--- src/rtl/core/gtsc_pkg.sv ---
// Package of the GNSS time scale converter: operation codes, time constants,
// the month day-count table and the structs passed between pipeline modules.
// Depends on nothing.
package gtsc_pkg;

   typedef enum logic [2:0] {
      OP_MJD_TO_CAL = 3'd0,
      OP_CAL_TO_MJD = 3'd1,
      OP_GPS_TO_MJD = 3'd2,
      OP_MJD_TO_GPS = 3'd3,
      OP_GPS_TO_CAL = 3'd4,
      OP_CAL_TO_GPS = 3'd5
   } op_type;

   localparam logic [36:0] US_PER_DAY    = 37'd86400000000;
   localparam logic [31:0] US_PER_HOUR   = 32'd3600000000;
   localparam logic [25:0] US_PER_MIN    = 26'd60000000;
   localparam logic [15:0] GPS_EPOCH_MJD = 16'd44244;

   // Whole days before month k in the 30.6001 rule: floor(30.6001 * k).
   function automatic logic [8:0] month_base(input logic [4:0] k);
      case (k)
         5'd1:    return 9'd30;
         5'd2:    return 9'd61;
         5'd3:    return 9'd91;
         5'd4:    return 9'd122;
         5'd5:    return 9'd153;
         5'd6:    return 9'd183;
         5'd7:    return 9'd214;
         5'd8:    return 9'd244;
         5'd9:    return 9'd275;
         5'd10:   return 9'd306;
         5'd11:   return 9'd336;
         5'd12:   return 9'd367;
         5'd13:   return 9'd397;
         5'd14:   return 9'd428;
         5'd15:   return 9'd459;
         5'd16:   return 9'd489;
         default: return 9'd0;
      endcase
   endfunction

   typedef struct packed {
      logic               valid;
      op_type             op;
      logic signed [21:0] day;
      logic [36:0]        frac;
   } mjd_type;

   typedef struct packed {
      logic [11:0] year;
      logic [3:0]  month;
      logic [4:0]  day;
      logic [4:0]  hour;
      logic [5:0]  minute;
      logic [25:0] second_us;
      logic [15:0] week;
      logic [39:0] week_us;
      logic [17:0] mjd_day;
      logic [36:0] mjd_day_us;
      logic        out_of_range;
   } res_type;

endpackage

--- src/rtl/core/gnss_time_scale_converter.sv ---
// GNSS time scale converter: one result transfer for each request transfer,
// converting among calendar time, MJD with fraction of day and GPS week time.
// Depends on gtsc_pkg, gtsc_to_mjd and gtsc_from_mjd.
//
// The converter takes one request per clock while the result side does not
// stall: two stages bring the source to a day number and fraction of day, six
// stages derive calendar, week and MJD fields by reciprocal multiplication
// with one correction step each, and a final register holds the result. A
// stall on the result side holds the whole pipeline and stalls the request
// side in the same cycle; nothing is dropped or repeated. Results that leave
// the field ranges, and unknown operation codes, return out_of_range with all
// other fields zero.
module gnss_time_scale_converter
   import gtsc_pkg::*;
(
   input  logic        clock,
   input  logic        reset,
   input  logic        req_valid,
   output logic        req_stall,
   input  logic [2:0]  req_operation,
   input  logic [11:0] req_cal_year,
   input  logic [3:0]  req_cal_month,
   input  logic [4:0]  req_cal_day,
   input  logic [4:0]  req_cal_hour,
   input  logic [5:0]  req_cal_minute,
   input  logic [25:0] req_cal_second_us,
   input  logic [15:0] req_gps_week,
   input  logic [39:0] req_gps_week_us,
   input  logic [17:0] req_mjd_day,
   input  logic [36:0] req_mjd_day_us,
   output logic        rsp_valid,
   input  logic        rsp_stall,
   output logic [11:0] rsp_res_year,
   output logic [3:0]  rsp_res_month,
   output logic [4:0]  rsp_res_day,
   output logic [4:0]  rsp_res_hour,
   output logic [5:0]  rsp_res_minute,
   output logic [25:0] rsp_res_second_us,
   output logic [15:0] rsp_res_week,
   output logic [39:0] rsp_res_week_us,
   output logic [17:0] rsp_res_mjd_day,
   output logic [36:0] rsp_res_mjd_day_us,
   output logic        rsp_out_of_range
);

   logic    adv;
   mjd_type mjd;
   logic    res_valid;
   res_type res;
   logic    out_valid_ff;
   res_type out_ff;

   assign adv       = !(out_valid_ff && rsp_stall);
   assign req_stall = !adv;

   gtsc_to_mjd u_to_mjd (
      .clock             (clock),
      .reset             (reset),
      .adv               (adv),
      .req_valid         (req_valid),
      .req_operation     (req_operation),
      .req_cal_year      (req_cal_year),
      .req_cal_month     (req_cal_month),
      .req_cal_day       (req_cal_day),
      .req_cal_hour      (req_cal_hour),
      .req_cal_minute    (req_cal_minute),
      .req_cal_second_us (req_cal_second_us),
      .req_gps_week      (req_gps_week),
      .req_gps_week_us   (req_gps_week_us),
      .req_mjd_day       (req_mjd_day),
      .req_mjd_day_us    (req_mjd_day_us),
      .mjd               (mjd)
   );

   gtsc_from_mjd u_from_mjd (
      .clock     (clock),
      .reset     (reset),
      .adv       (adv),
      .mjd       (mjd),
      .res_valid (res_valid),
      .res       (res)
   );

   always_ff @(posedge clock) begin
      if (reset) begin
         out_valid_ff <= 1'b0;
      end else if (adv) begin
         out_valid_ff <= res_valid;
      end
      if (adv) begin
         out_ff <= res;
      end
   end

   assign rsp_valid          = out_valid_ff;
   assign rsp_res_year       = out_ff.year;
   assign rsp_res_month      = out_ff.month;
   assign rsp_res_day        = out_ff.day;
   assign rsp_res_hour       = out_ff.hour;
   assign rsp_res_minute     = out_ff.minute;
   assign rsp_res_second_us  = out_ff.second_us;
   assign rsp_res_week       = out_ff.week;
   assign rsp_res_week_us    = out_ff.week_us;
   assign rsp_res_mjd_day    = out_ff.mjd_day;
   assign rsp_res_mjd_day_us = out_ff.mjd_day_us;
   assign rsp_out_of_range   = out_ff.out_of_range;

   a_stall_back: assert property (@(posedge clock) disable iff (reset)
      rsp_valid && rsp_stall |-> req_stall)
      else $error("request side not stalled while a result is held");

   a_oor_clear: assert property (@(posedge clock) disable iff (reset)
      rsp_valid && rsp_out_of_range |-> rsp_res_year == 12'd0 && rsp_res_week == 16'd0
         && rsp_res_mjd_day == 18'd0 && rsp_res_week_us == 40'd0)
      else $error("out of range result carries nonzero fields");

   a_cal_range: assert property (@(posedge clock) disable iff (reset)
      rsp_valid && rsp_res_month != 4'd0 |-> rsp_res_month <= 4'd12
         && rsp_res_day != 5'd0 && rsp_res_hour <= 5'd23 && rsp_res_minute <= 6'd59)
      else $error("calendar result outside its ranges");

   a_mjd_range: assert property (@(posedge clock) disable iff (reset)
      rsp_valid && rsp_res_mjd_day != 18'd0 |-> rsp_res_mjd_day >= 18'd15385
         && rsp_res_mjd_day <= 18'd197000 && rsp_res_mjd_day_us < 37'd86400000000)
      else $error("MJD result outside its ranges");

   a_week_us: assert property (@(posedge clock) disable iff (reset)
      rsp_valid |-> rsp_res_week_us < 40'd604800000000)
      else $error("time of week reaches a full week");

endmodule

--- src/rtl/core/gtsc_to_mjd.sv ---
// Front pipeline of the converter: brings every source format to a day number
// and a fraction of day below one day, in two register stages.
// Depends on gtsc_pkg.
module gtsc_to_mjd
   import gtsc_pkg::*;
(
   input  logic        clock,
   input  logic        reset,
   input  logic        adv,
   input  logic        req_valid,
   input  logic [2:0]  req_operation,
   input  logic [11:0] req_cal_year,
   input  logic [3:0]  req_cal_month,
   input  logic [4:0]  req_cal_day,
   input  logic [4:0]  req_cal_hour,
   input  logic [5:0]  req_cal_minute,
   input  logic [25:0] req_cal_second_us,
   input  logic [15:0] req_gps_week,
   input  logic [39:0] req_gps_week_us,
   input  logic [17:0] req_mjd_day,
   input  logic [36:0] req_mjd_day_us,
   output mjd_type     mjd
);

   logic               cal_shift;
   logic signed [12:0] y_adj;
   logic [3:0]         m_adj;
   logic signed [21:0] y_days;
   logic [10:0]        y_quarter;
   logic [8:0]         m_base;
   logic signed [21:0] cal_day_num;
   logic [36:0]        cal_frac;
   logic [43:0]        gps_prod;
   logic [21:0]        gps_base;

   logic               a_valid_ff, a_valid_in;
   op_type             a_op_ff, a_op_in;
   logic signed [21:0] a_day_ff, a_day_in;
   logic [39:0]        a_frac_ff, a_frac_in;
   logic [3:0]         a_q_ff, a_q_in;

   logic [39:0]        b_rem;
   logic               b_carry;
   logic               b_valid_ff;
   op_type             b_op_ff;
   logic signed [21:0] b_day_ff, b_day_in;
   logic [36:0]        b_frac_ff, b_frac_in;

   assign cal_shift   = (req_cal_month <= 4'd2);
   assign y_adj       = $signed({1'b0, req_cal_year}) - $signed({12'd0, cal_shift});
   assign m_adj       = cal_shift ? req_cal_month + 4'd12 : req_cal_month;
   assign y_days      = 22'(y_adj) * 22'sd365;
   assign y_quarter   = y_adj[12] ? 11'd0 : y_adj[12:2];
   assign m_base      = month_base(5'(m_adj) + 5'd1);
   assign cal_day_num = y_days + $signed({11'd0, y_quarter}) + $signed({13'd0, m_base})
                      + $signed({17'd0, req_cal_day}) - 22'sd679019;
   assign cal_frac    = 37'(req_cal_hour) * 37'(US_PER_HOUR)
                      + 37'(req_cal_minute) * 37'(US_PER_MIN) + 37'(req_cal_second_us);
   assign gps_prod    = 44'(req_gps_week_us) * 44'd12;
   assign gps_base    = 22'(GPS_EPOCH_MJD) + 22'(req_gps_week) * 22'd7;

   always_comb begin
      a_valid_in = req_valid;
      a_op_in    = op_type'(req_operation);
      case (op_type'(req_operation))
         OP_CAL_TO_MJD, OP_CAL_TO_GPS: begin
            a_day_in  = cal_day_num;
            a_frac_in = 40'(cal_frac);
            a_q_in    = 4'd0;
         end
         OP_GPS_TO_MJD, OP_GPS_TO_CAL: begin
            a_day_in  = $signed(gps_base);
            a_frac_in = req_gps_week_us;
            a_q_in    = gps_prod[43:40];
         end
         default: begin
            a_day_in  = $signed({4'd0, req_mjd_day});
            a_frac_in = 40'(req_mjd_day_us);
            a_q_in    = 4'd0;
         end
      endcase
   end

   always_ff @(posedge clock) begin
      if (reset) begin
         a_valid_ff <= 1'b0;
      end else if (adv) begin
         a_valid_ff <= a_valid_in;
      end
      if (adv) begin
         a_op_ff   <= a_op_in;
         a_day_ff  <= a_day_in;
         a_frac_ff <= a_frac_in;
         a_q_ff    <= a_q_in;
      end
   end

   assign b_rem     = a_frac_ff - 40'(a_q_ff) * 40'(US_PER_DAY);
   assign b_carry   = (b_rem >= 40'(US_PER_DAY));
   assign b_day_in  = a_day_ff + $signed({18'd0, a_q_ff}) + $signed({21'd0, b_carry});
   assign b_frac_in = b_carry ? 37'(b_rem - 40'(US_PER_DAY)) : b_rem[36:0];

   always_ff @(posedge clock) begin
      if (reset) begin
         b_valid_ff <= 1'b0;
      end else if (adv) begin
         b_valid_ff <= a_valid_ff;
      end
      if (adv) begin
         b_op_ff   <= a_op_ff;
         b_day_ff  <= b_day_in;
         b_frac_ff <= b_frac_in;
      end
   end

   assign mjd.valid = b_valid_ff;
   assign mjd.op    = b_op_ff;
   assign mjd.day   = b_day_ff;
   assign mjd.frac  = b_frac_ff;

endmodule

--- src/rtl/core/gtsc_from_mjd.sv ---
// Back pipeline of the converter: from a day number and fraction of day builds
// the calendar, GPS week and MJD results in six stages and selects one.
// Depends on gtsc_pkg.
module gtsc_from_mjd
   import gtsc_pkg::*;
(
   input  logic    clock,
   input  logic    reset,
   input  logic    adv,
   input  mjd_type mjd,
   output logic    res_valid,
   output res_type res
);

   logic [21:0]        s1_b;
   logic [28:0]        s1_n;
   logic [42:0]        s1_cprod;
   logic [42:0]        s1_hprod;
   logic signed [21:0] s1_dd;
   logic [37:0]        s1_wprod;

   logic               f1_valid_ff;
   op_type             f1_op_ff;
   logic signed [21:0] f1_day_ff;
   logic [36:0]        f1_frac_ff;
   logic [21:0]        f1_b_ff;
   logic [28:0]        f1_n_ff;
   logic [12:0]        f1_cq_ff, f1_cq_in;
   logic [4:0]         f1_hq_ff, f1_hq_in;
   logic [19:0]        f1_du_ff, f1_du_in;
   logic               f1_neg_ff, f1_neg_in;
   logic [17:0]        f1_wq_ff, f1_wq_in;
   logic               f1_mok_ff, f1_mok_in;

   logic [28:0]        s2_cr;
   logic [36:0]        s2_hr;
   logic               s2_hc;
   logic [19:0]        s2_wr;
   logic               s2_wc;

   logic               f2_valid_ff;
   op_type             f2_op_ff;
   logic signed [21:0] f2_day_ff;
   logic [36:0]        f2_frac_ff;
   logic [21:0]        f2_b_ff;
   logic [12:0]        f2_c_ff, f2_c_in;
   logic [4:0]         f2_hour_ff, f2_hour_in;
   logic [31:0]        f2_hrem_ff, f2_hrem_in;
   logic [17:0]        f2_week_ff, f2_week_in;
   logic [2:0]         f2_wrem_ff, f2_wrem_in;
   logic               f2_neg_ff;
   logic               f2_mok_ff;

   logic [21:0]        s3_cd;
   logic [38:0]        s3_mprod;

   logic               f3_valid_ff;
   op_type             f3_op_ff;
   logic signed [21:0] f3_day_ff;
   logic [36:0]        f3_frac_ff;
   logic [12:0]        f3_c_ff;
   logic [9:0]         f3_x_ff, f3_x_in;
   logic [4:0]         f3_hour_ff;
   logic [31:0]        f3_hrem_ff;
   logic [5:0]         f3_mq_ff, f3_mq_in;
   logic [17:0]        f3_week_ff;
   logic [39:0]        f3_wus_ff, f3_wus_in;
   logic               f3_gok_ff, f3_gok_in;
   logic               f3_mok_ff;

   logic [31:0]        s4_mr;
   logic               s4_mc;

   logic               f4_valid_ff;
   op_type             f4_op_ff;
   logic signed [21:0] f4_day_ff;
   logic [36:0]        f4_frac_ff;
   logic [12:0]        f4_c_ff;
   logic [9:0]         f4_x_ff;
   logic [22:0]        f4_n2_ff, f4_n2_in;
   logic [4:0]         f4_hour_ff;
   logic [5:0]         f4_min_ff, f4_min_in;
   logic [25:0]        f4_sec_ff, f4_sec_in;
   logic [17:0]        f4_week_ff;
   logic [39:0]        f4_wus_ff;
   logic               f4_gok_ff;
   logic               f4_mok_ff;

   logic [27:0]        s5_eprod;

   logic               f5_valid_ff;
   op_type             f5_op_ff;
   logic signed [21:0] f5_day_ff;
   logic [36:0]        f5_frac_ff;
   logic [12:0]        f5_c_ff;
   logic [9:0]         f5_x_ff;
   logic [22:0]        f5_n2_ff;
   logic [4:0]         f5_eq_ff, f5_eq_in;
   logic [4:0]         f5_hour_ff;
   logic [5:0]         f5_min_ff;
   logic [25:0]        f5_sec_ff;
   logic [17:0]        f5_week_ff;
   logic [39:0]        f5_wus_ff;
   logic               f5_gok_ff;
   logic               f5_mok_ff;

   logic [22:0]        s6_er;

   logic               f6_valid_ff;
   op_type             f6_op_ff;
   logic signed [21:0] f6_day_ff;
   logic [36:0]        f6_frac_ff;
   logic [12:0]        f6_c_ff;
   logic [9:0]         f6_x_ff;
   logic [4:0]         f6_e_ff, f6_e_in;
   logic [4:0]         f6_hour_ff;
   logic [5:0]         f6_min_ff;
   logic [25:0]        f6_sec_ff;
   logic [17:0]        f6_week_ff;
   logic [39:0]        f6_wus_ff;
   logic               f6_gok_ff;
   logic               f6_mok_ff;

   logic [8:0]         e_base;
   logic signed [10:0] cal_day;
   logic signed [5:0]  cal_month;
   logic signed [5:0]  month_p7;
   logic [1:0]         year_adj;
   logic signed [14:0] cal_year;
   logic               cal_ok;

   // Stage 1: coarse quotients by reciprocal multiplication, MJD range check.
   assign s1_b      = 22'(mjd.day) + 22'd2401538;
   assign s1_n      = 29'(29'(s1_b) * 29'd100 - 29'd12210);
   assign s1_cprod  = 43'(s1_n) * 43'd14698;
   assign s1_hprod  = 43'(mjd.frac) * 43'd38;
   assign s1_dd     = mjd.day - 22'sd44244;
   assign s1_wprod  = 38'(s1_dd[19:0]) * 38'd149796;
   assign f1_cq_in  = s1_cprod[41:29];
   assign f1_hq_in  = s1_hprod[41:37];
   assign f1_du_in  = s1_dd[19:0];
   assign f1_neg_in = s1_dd[21];
   assign f1_wq_in  = s1_wprod[37:20];
   assign f1_mok_in = (mjd.day >= 22'sd15385) && (mjd.day <= 22'sd197000);

   // Stage 2: one correction step for each quotient.
   assign s2_cr      = f1_n_ff - 29'(f1_cq_ff) * 29'd36525;
   assign f2_c_in    = (s2_cr >= 29'd36525) ? f1_cq_ff + 13'd1 : f1_cq_ff;
   assign s2_hr      = f1_frac_ff - 37'(f1_hq_ff) * 37'(US_PER_HOUR);
   assign s2_hc      = (s2_hr >= 37'(US_PER_HOUR));
   assign f2_hour_in = f1_hq_ff + 5'(s2_hc);
   assign f2_hrem_in = s2_hc ? 32'(s2_hr - 37'(US_PER_HOUR)) : s2_hr[31:0];
   assign s2_wr      = f1_du_ff - 20'(f1_wq_ff) * 20'd7;
   assign s2_wc      = (s2_wr >= 20'd7);
   assign f2_week_in = f1_wq_ff + 18'(s2_wc);
   assign f2_wrem_in = s2_wc ? 3'(s2_wr - 20'd7) : s2_wr[2:0];

   // Stage 3: day within the Julian year, minute estimate, time of week, GPS range check.
   assign s3_cd     = 22'(f2_c_ff) * 22'd365 + 22'(f2_c_ff[12:2]);
   assign f3_x_in   = 10'(f2_b_ff - s3_cd);
   assign s3_mprod  = 39'(f2_hrem_ff) * 39'd71;
   assign f3_mq_in  = s3_mprod[37:32];
   assign f3_wus_in = 40'(f2_wrem_ff) * 40'(US_PER_DAY) + 40'(f2_frac_ff);
   assign f3_gok_in = !f2_neg_ff && (f2_week_ff <= 18'd65535);

   // Stage 4: scaled day for the month search, minute correction.
   assign f4_n2_in  = 23'(f3_x_ff) * 23'd10000;
   assign s4_mr     = f3_hrem_ff - 32'(f3_mq_ff) * 32'(US_PER_MIN);
   assign s4_mc     = (s4_mr >= 32'(US_PER_MIN));
   assign f4_min_in = f3_mq_ff + 6'(s4_mc);
   assign f4_sec_in = s4_mc ? 26'(s4_mr - 32'(US_PER_MIN)) : s4_mr[25:0];

   // Stage 5: month estimate.
   assign s5_eprod = 28'(f4_n2_ff) * 28'd27;
   assign f5_eq_in = s5_eprod[27:23];

   // Stage 6: month correction.
   assign s6_er   = f5_n2_ff - 23'(f5_eq_ff) * 23'd306001;
   assign f6_e_in = (s6_er >= 23'd306001) ? f5_eq_ff + 5'd1 : f5_eq_ff;

   always_ff @(posedge clock) begin
      if (reset) begin
         f1_valid_ff <= 1'b0;
         f2_valid_ff <= 1'b0;
         f3_valid_ff <= 1'b0;
         f4_valid_ff <= 1'b0;
         f5_valid_ff <= 1'b0;
         f6_valid_ff <= 1'b0;
      end else if (adv) begin
         f1_valid_ff <= mjd.valid;
         f2_valid_ff <= f1_valid_ff;
         f3_valid_ff <= f2_valid_ff;
         f4_valid_ff <= f3_valid_ff;
         f5_valid_ff <= f4_valid_ff;
         f6_valid_ff <= f5_valid_ff;
      end
   end

   always_ff @(posedge clock) begin
      if (adv) begin
         f1_op_ff   <= mjd.op;
         f1_day_ff  <= mjd.day;
         f1_frac_ff <= mjd.frac;
         f1_b_ff    <= s1_b;
         f1_n_ff    <= s1_n;
         f1_cq_ff   <= f1_cq_in;
         f1_hq_ff   <= f1_hq_in;
         f1_du_ff   <= f1_du_in;
         f1_neg_ff  <= f1_neg_in;
         f1_wq_ff   <= f1_wq_in;
         f1_mok_ff  <= f1_mok_in;

         f2_op_ff   <= f1_op_ff;
         f2_day_ff  <= f1_day_ff;
         f2_frac_ff <= f1_frac_ff;
         f2_b_ff    <= f1_b_ff;
         f2_c_ff    <= f2_c_in;
         f2_hour_ff <= f2_hour_in;
         f2_hrem_ff <= f2_hrem_in;
         f2_week_ff <= f2_week_in;
         f2_wrem_ff <= f2_wrem_in;
         f2_neg_ff  <= f1_neg_ff;
         f2_mok_ff  <= f1_mok_ff;

         f3_op_ff   <= f2_op_ff;
         f3_day_ff  <= f2_day_ff;
         f3_frac_ff <= f2_frac_ff;
         f3_c_ff    <= f2_c_ff;
         f3_x_ff    <= f3_x_in;
         f3_hour_ff <= f2_hour_ff;
         f3_hrem_ff <= f2_hrem_ff;
         f3_mq_ff   <= f3_mq_in;
         f3_week_ff <= f2_week_ff;
         f3_wus_ff  <= f3_wus_in;
         f3_gok_ff  <= f3_gok_in;
         f3_mok_ff  <= f2_mok_ff;

         f4_op_ff   <= f3_op_ff;
         f4_day_ff  <= f3_day_ff;
         f4_frac_ff <= f3_frac_ff;
         f4_c_ff    <= f3_c_ff;
         f4_x_ff    <= f3_x_ff;
         f4_n2_ff   <= f4_n2_in;
         f4_hour_ff <= f3_hour_ff;
         f4_min_ff  <= f4_min_in;
         f4_sec_ff  <= f4_sec_in;
         f4_week_ff <= f3_week_ff;
         f4_wus_ff  <= f3_wus_ff;
         f4_gok_ff  <= f3_gok_ff;
         f4_mok_ff  <= f3_mok_ff;

         f5_op_ff   <= f4_op_ff;
         f5_day_ff  <= f4_day_ff;
         f5_frac_ff <= f4_frac_ff;
         f5_c_ff    <= f4_c_ff;
         f5_x_ff    <= f4_x_ff;
         f5_n2_ff   <= f4_n2_ff;
         f5_eq_ff   <= f5_eq_in;
         f5_hour_ff <= f4_hour_ff;
         f5_min_ff  <= f4_min_ff;
         f5_sec_ff  <= f4_sec_ff;
         f5_week_ff <= f4_week_ff;
         f5_wus_ff  <= f4_wus_ff;
         f5_gok_ff  <= f4_gok_ff;
         f5_mok_ff  <= f4_mok_ff;

         f6_op_ff   <= f5_op_ff;
         f6_day_ff  <= f5_day_ff;
         f6_frac_ff <= f5_frac_ff;
         f6_c_ff    <= f5_c_ff;
         f6_x_ff    <= f5_x_ff;
         f6_e_ff    <= f6_e_in;
         f6_hour_ff <= f5_hour_ff;
         f6_min_ff  <= f5_min_ff;
         f6_sec_ff  <= f5_sec_ff;
         f6_week_ff <= f5_week_ff;
         f6_wus_ff  <= f5_wus_ff;
         f6_gok_ff  <= f5_gok_ff;
         f6_mok_ff  <= f5_mok_ff;
      end
   end

   assign e_base    = month_base(f6_e_ff);
   assign cal_day   = $signed({1'b0, f6_x_ff}) - $signed({2'b0, e_base});
   assign cal_month = (f6_e_ff >= 5'd14) ? $signed({1'b0, f6_e_ff}) - 6'sd13
                                         : $signed({1'b0, f6_e_ff}) - 6'sd1;
   assign month_p7  = cal_month + 6'sd7;
   assign year_adj  = (month_p7 >= 6'sd20) ? 2'd2 : ((month_p7 >= 6'sd10) ? 2'd1 : 2'd0);
   assign cal_year  = $signed({2'b0, f6_c_ff}) - 15'sd4715 - $signed({13'd0, year_adj});
   assign cal_ok    = (cal_year >= 15'sd1901) && (cal_year <= 15'sd2399)
                   && (cal_month >= 6'sd1) && (cal_month <= 6'sd12)
                   && (cal_day >= 11'sd1) && (cal_day <= 11'sd31);

   always_comb begin
      res = '0;
      case (f6_op_ff)
         OP_MJD_TO_CAL, OP_GPS_TO_CAL: begin
            res.year      = cal_year[11:0];
            res.month     = cal_month[3:0];
            res.day       = cal_day[4:0];
            res.hour      = f6_hour_ff;
            res.minute    = f6_min_ff;
            res.second_us = f6_sec_ff;
            res.out_of_range = !cal_ok;
         end
         OP_CAL_TO_MJD, OP_GPS_TO_MJD: begin
            res.mjd_day      = f6_day_ff[17:0];
            res.mjd_day_us   = f6_frac_ff;
            res.out_of_range = !f6_mok_ff;
         end
         OP_MJD_TO_GPS, OP_CAL_TO_GPS: begin
            res.week         = f6_week_ff[15:0];
            res.week_us      = f6_wus_ff;
            res.out_of_range = !f6_gok_ff;
         end
         default: begin
            res.out_of_range = 1'b1;
         end
      endcase
      if (res.out_of_range) begin
         res = '0;
         res.out_of_range = 1'b1;
      end
   end

   assign res_valid = f6_valid_ff;

endmodule

--- config.mk ---
export PLATFORM = sky130hd
export DESIGN_NAME = gnss_time_scale_converter
export DESIGN_NICKNAME = d
export VERILOG_FILES = /design/src/rtl/core/gtsc_pkg.sv /design/src/rtl/core/gnss_time_scale_converter.sv /design/src/rtl/core/gtsc_to_mjd.sv /design/src/rtl/core/gtsc_from_mjd.sv
export SDC_FILE = /design/constraint.sdc
export NUM_CORES = 2
export LEC_CHECK = 0
export ABC_AREA = 1
export BUFFER_PORTS_ARGS = -buffer_cell sky130_fd_sc_hd__buf_2
export CAP_MARGIN = 5
export CORE_AREA = 3 3 420 422
export CTS_CLUSTER_DIAMETER = 30
export DETAILED_ROUTE_END_ITERATION = 6
export DIE_AREA = 0 0 423 425
export GPL_TIMING_DRIVEN = 1
export PLACE_DENSITY = 0.77
export SYNTH_ARGS = -nofsm -noshare
export SYNTH_HDL_FRONTEND = slang
export SYNTH_HIERARCHICAL = 1
export SYNTH_SLANG_ARGS = --single-unit
--- constraint.sdc ---
create_clock -name clock -period 74.1 [get_ports clock]
set_clock_uncertainty 0.05 [all_clocks]
set_input_delay 18.525 -clock clock [delete_from_list [all_inputs] [get_ports clock]]
set_output_delay 18.525 -clock clock [all_outputs]
set_load 0.1 [all_outputs]
==> run metrics <==
Worst EP required 55.53 ns; crit end category output pin; area grow syn2layout 11.6%; count of final max-slew check failures 0; RD Place Congestion 1.02; failing checks design-rule violations; most used routing layer met2; Yosys reg bits 1263; most common cell in the netlist inv_1; fin crit share between 50 and 60%; largest net degree at the start of global routing about 170; met2 Track Usage GR between 40% and 50%; Worst Max-Slew Pin Slew 1.07 ns; Netlist cell types 73; All-Layer GR Usage 26.7%; Detail Route Antenna Nets 0; Synthesized Nets 13000; DIE AREA 180000 um^2; initial antenna violation count 18; vias in the first global route 75300; RSZ-0062 raised after global routing false; via count about 74000; Post-Syn Area per Cell 9.68 um^2; FFs w/ async S/R, synth 0%; CP Max Fanout 111; fmax ~26 MHz; Die Span Y 425 um; layout net count 13500; # port buffers 347; final setup violation count 0; critical path class in2out; fin crit period ~38 ns; Startpoint Class input port; WL per Instance 17.5 um; most instantiated cells after synthesis 2149 x inv_1, 1829 x nand2_1, 1423 x ha_1, 1245 x edfxtp_1, 667 x fa_1; Post-synth EDFFs 1245; final hold viol count 0; met3 usage 3.55%; number of H-tree levels 4; share of post-route cells with drive strength above 1 7.88%; Hold WC Path Type reg2reg; wire length of the first global-routing pass between 300000 and 400000 um; Max Cap Viol 0; CTS Buffer Depth 3; CTS buffer count 214; Clock Sinks 1263; CTS tree yes; Area contributors post-synth edfxtp_1 36%, ha_1 17%, fa_1 13%, inv_1 7.8%, nand2_1 6.6%; setup TNS 0 ns; area leader, netlist edfxtp_1; Clk Latency, worst-skew pair 0.86 ns; initial core utilization 59.6%; area of the core 173000 um^2; clk root buf clkbuf_16; boundary pin count 348; DP HPWL 192000 um; DRC 11; CP arrival 19.81 ns; Rel. slew slack between 20% and 30%; status complete, but fails checks; 1st-iter DRT viols about 5400; top-area cell type share of the netlist area 36.1%; remaining global-route overflow 0; Total Wirelength 239000 um; met1 usage about 35%; sequential share of the synthesized area a little over a third; Hold Buf Count CTS 0; CTS resizes 0; post-CTS setup buffer count 0; Core Rows about 150; yosys warns 6; Die Wd around 420 um; DR pass1 iterations 7; Worst-path clk slew about 0.050 ns; cell area after synthesis between 100000 and 150000 um^2; Via density 5.43; Mapped Cells between 10000 and 15000; # fillers 13300; Top FF cell, synth edfxtp_1
[kinds of logic (layout without fill, tap and decap cells)]
kind of cell             count (synthesis)  after routing  synth area share [%]
AND/OR/NAND/NOR                       3261           3261                  13.3
buffers and inverters                 2249           2941                  8.30
adder cells (fa/ha/maj)               2090           2090                  30.1
AO/OA/AOI/OAI                         1264           1264                  6.95
flip-flops                            1263           1263                  36.5
XOR/XNOR                               563            563                  4.80
other                                    0              9                     0
[layer usage]
layer	vias to the layer above	wire, um	share of wire, %
met5	-	89	0.037
met4	12	8940	3.7
met3	478	12800	5.4
met2	2226	116000	49
met1	35500	101000	42
li1	36200	-	-
[area by class of cell]
cell class                 instances  area, um^2  share of cell area (%)
inverter                        2164        8120                    7.04
clock inverter                   171        2040                    1.77
sequential                      1263       37700                    32.7
antenna                            9        22.5                  0.0195
timing repair buffer             376        1980                    1.71
clock buffer                     230        5420                    4.69
multi-input combinational       7178       57200                    49.5
tap                             2325        2910                    2.52
[state kept, by name, summed over array words and instances, names as in the netlist, 22 cells and up]
name / flops
u_to_mjd/a_day_ff: 22
u_from_mjd/f1_n_ff: 27
u_from_mjd/f5_wus_ff: 27
u_from_mjd/f4_wus_ff: 27
u_from_mjd/f6_wus_ff: 27
rsp_res_week_us: 40
u_to_mjd/b_frac_ff: 37
u_to_mjd/a_frac_ff: 40
u_from_mjd/f2_frac_ff: 37
u_from_mjd/f2_hrem_ff: 22
u_from_mjd/f5_frac_ff: 37
rsp_res_second_us: 26
u_to_mjd/b_day_ff: 22
u_from_mjd/f3_hrem_ff: 22
u_from_mjd/f3_wus_ff: 27
u_from_mjd/f1_frac_ff: 37
u_from_mjd/f4_frac_ff: 37
u_from_mjd/f6_frac_ff: 37
rsp_res_mjd_day_us: 37
u_from_mjd/f3_frac_ff: 37
[critical path: stages]
cell	delay, ns
buf_2	0.16
nand2_8	0.49
inv_1	0.18
buf_2	0.45
[final timing paths]
check	start	cells past startpoint	end	slack [ns]
max	rsp_stall	4	req_stall	35.72
min	u_from_mjd/f3_frac_ff[29]$_DFFE_PP_	0	u_from_mjd/f4_frac_ff[29]$_DFFE_PP_	0.29
max reg2reg	u_to_mjd/b_day_ff[5]$_DFFE_PP_	45	u_from_mjd/f1_cq_ff[12]$_DFFE_PP_	62.95
min reg2reg	u_from_mjd/f3_frac_ff[29]$_DFFE_PP_	0	u_from_mjd/f4_frac_ff[29]$_DFFE_PP_	0.29
[stage by stage]
step / hold WS (ns) / setup WS [ns] / area [um^2] / utilization (%) / cells
after detailed placement: 0.355 / 35.66 / 108000 / 62.2 / 13300
after floorplan: 0.350 / 28.02 / 103000 / - / 10700
after CTS: 0.291 / 35.67 / 115000 / 66.5 / 13700
final: 0.293 / 35.72 / 115000 / 66.5 / 13700
after global routing: 0.296 / 35.60 / 115000 / 66.5 / 13700
after global placement: 0.350 / 35.63 / 108000 / 62.2 / 13300
[cell usage in the layout, fill, tap and decap left out, types with 18 or more instances in the layout]
cell and count:
o21bai_1 48, xor2_1 390, nor2_1 629, nand3_1 372, clkinvlp_4 22, nand3b_1 23
o21ai_0 308, buf_4 27, nor4_1 37, fa_1 667, dfxtp_1 18, or2_2 33
buf_2 347, inv_6 31, edfxtp_1 1245, a21o_1 50, clkinv_2 23, o21ai_1 28
nor2_2 35, nand2_1 1827, nand4_1 145, o211ai_1 32, clkinv_4 30, clkbuf_16 214
xnor2_1 168, inv_1 2149, a31oi_1 37, nor3_1 88, ha_1 1423, o21a_1 22
a21oi_1 614, inv_8 20
Power is not shown: default switching activity piles up to over one toggle a cycle in this logic, so the estimate is an artifact.
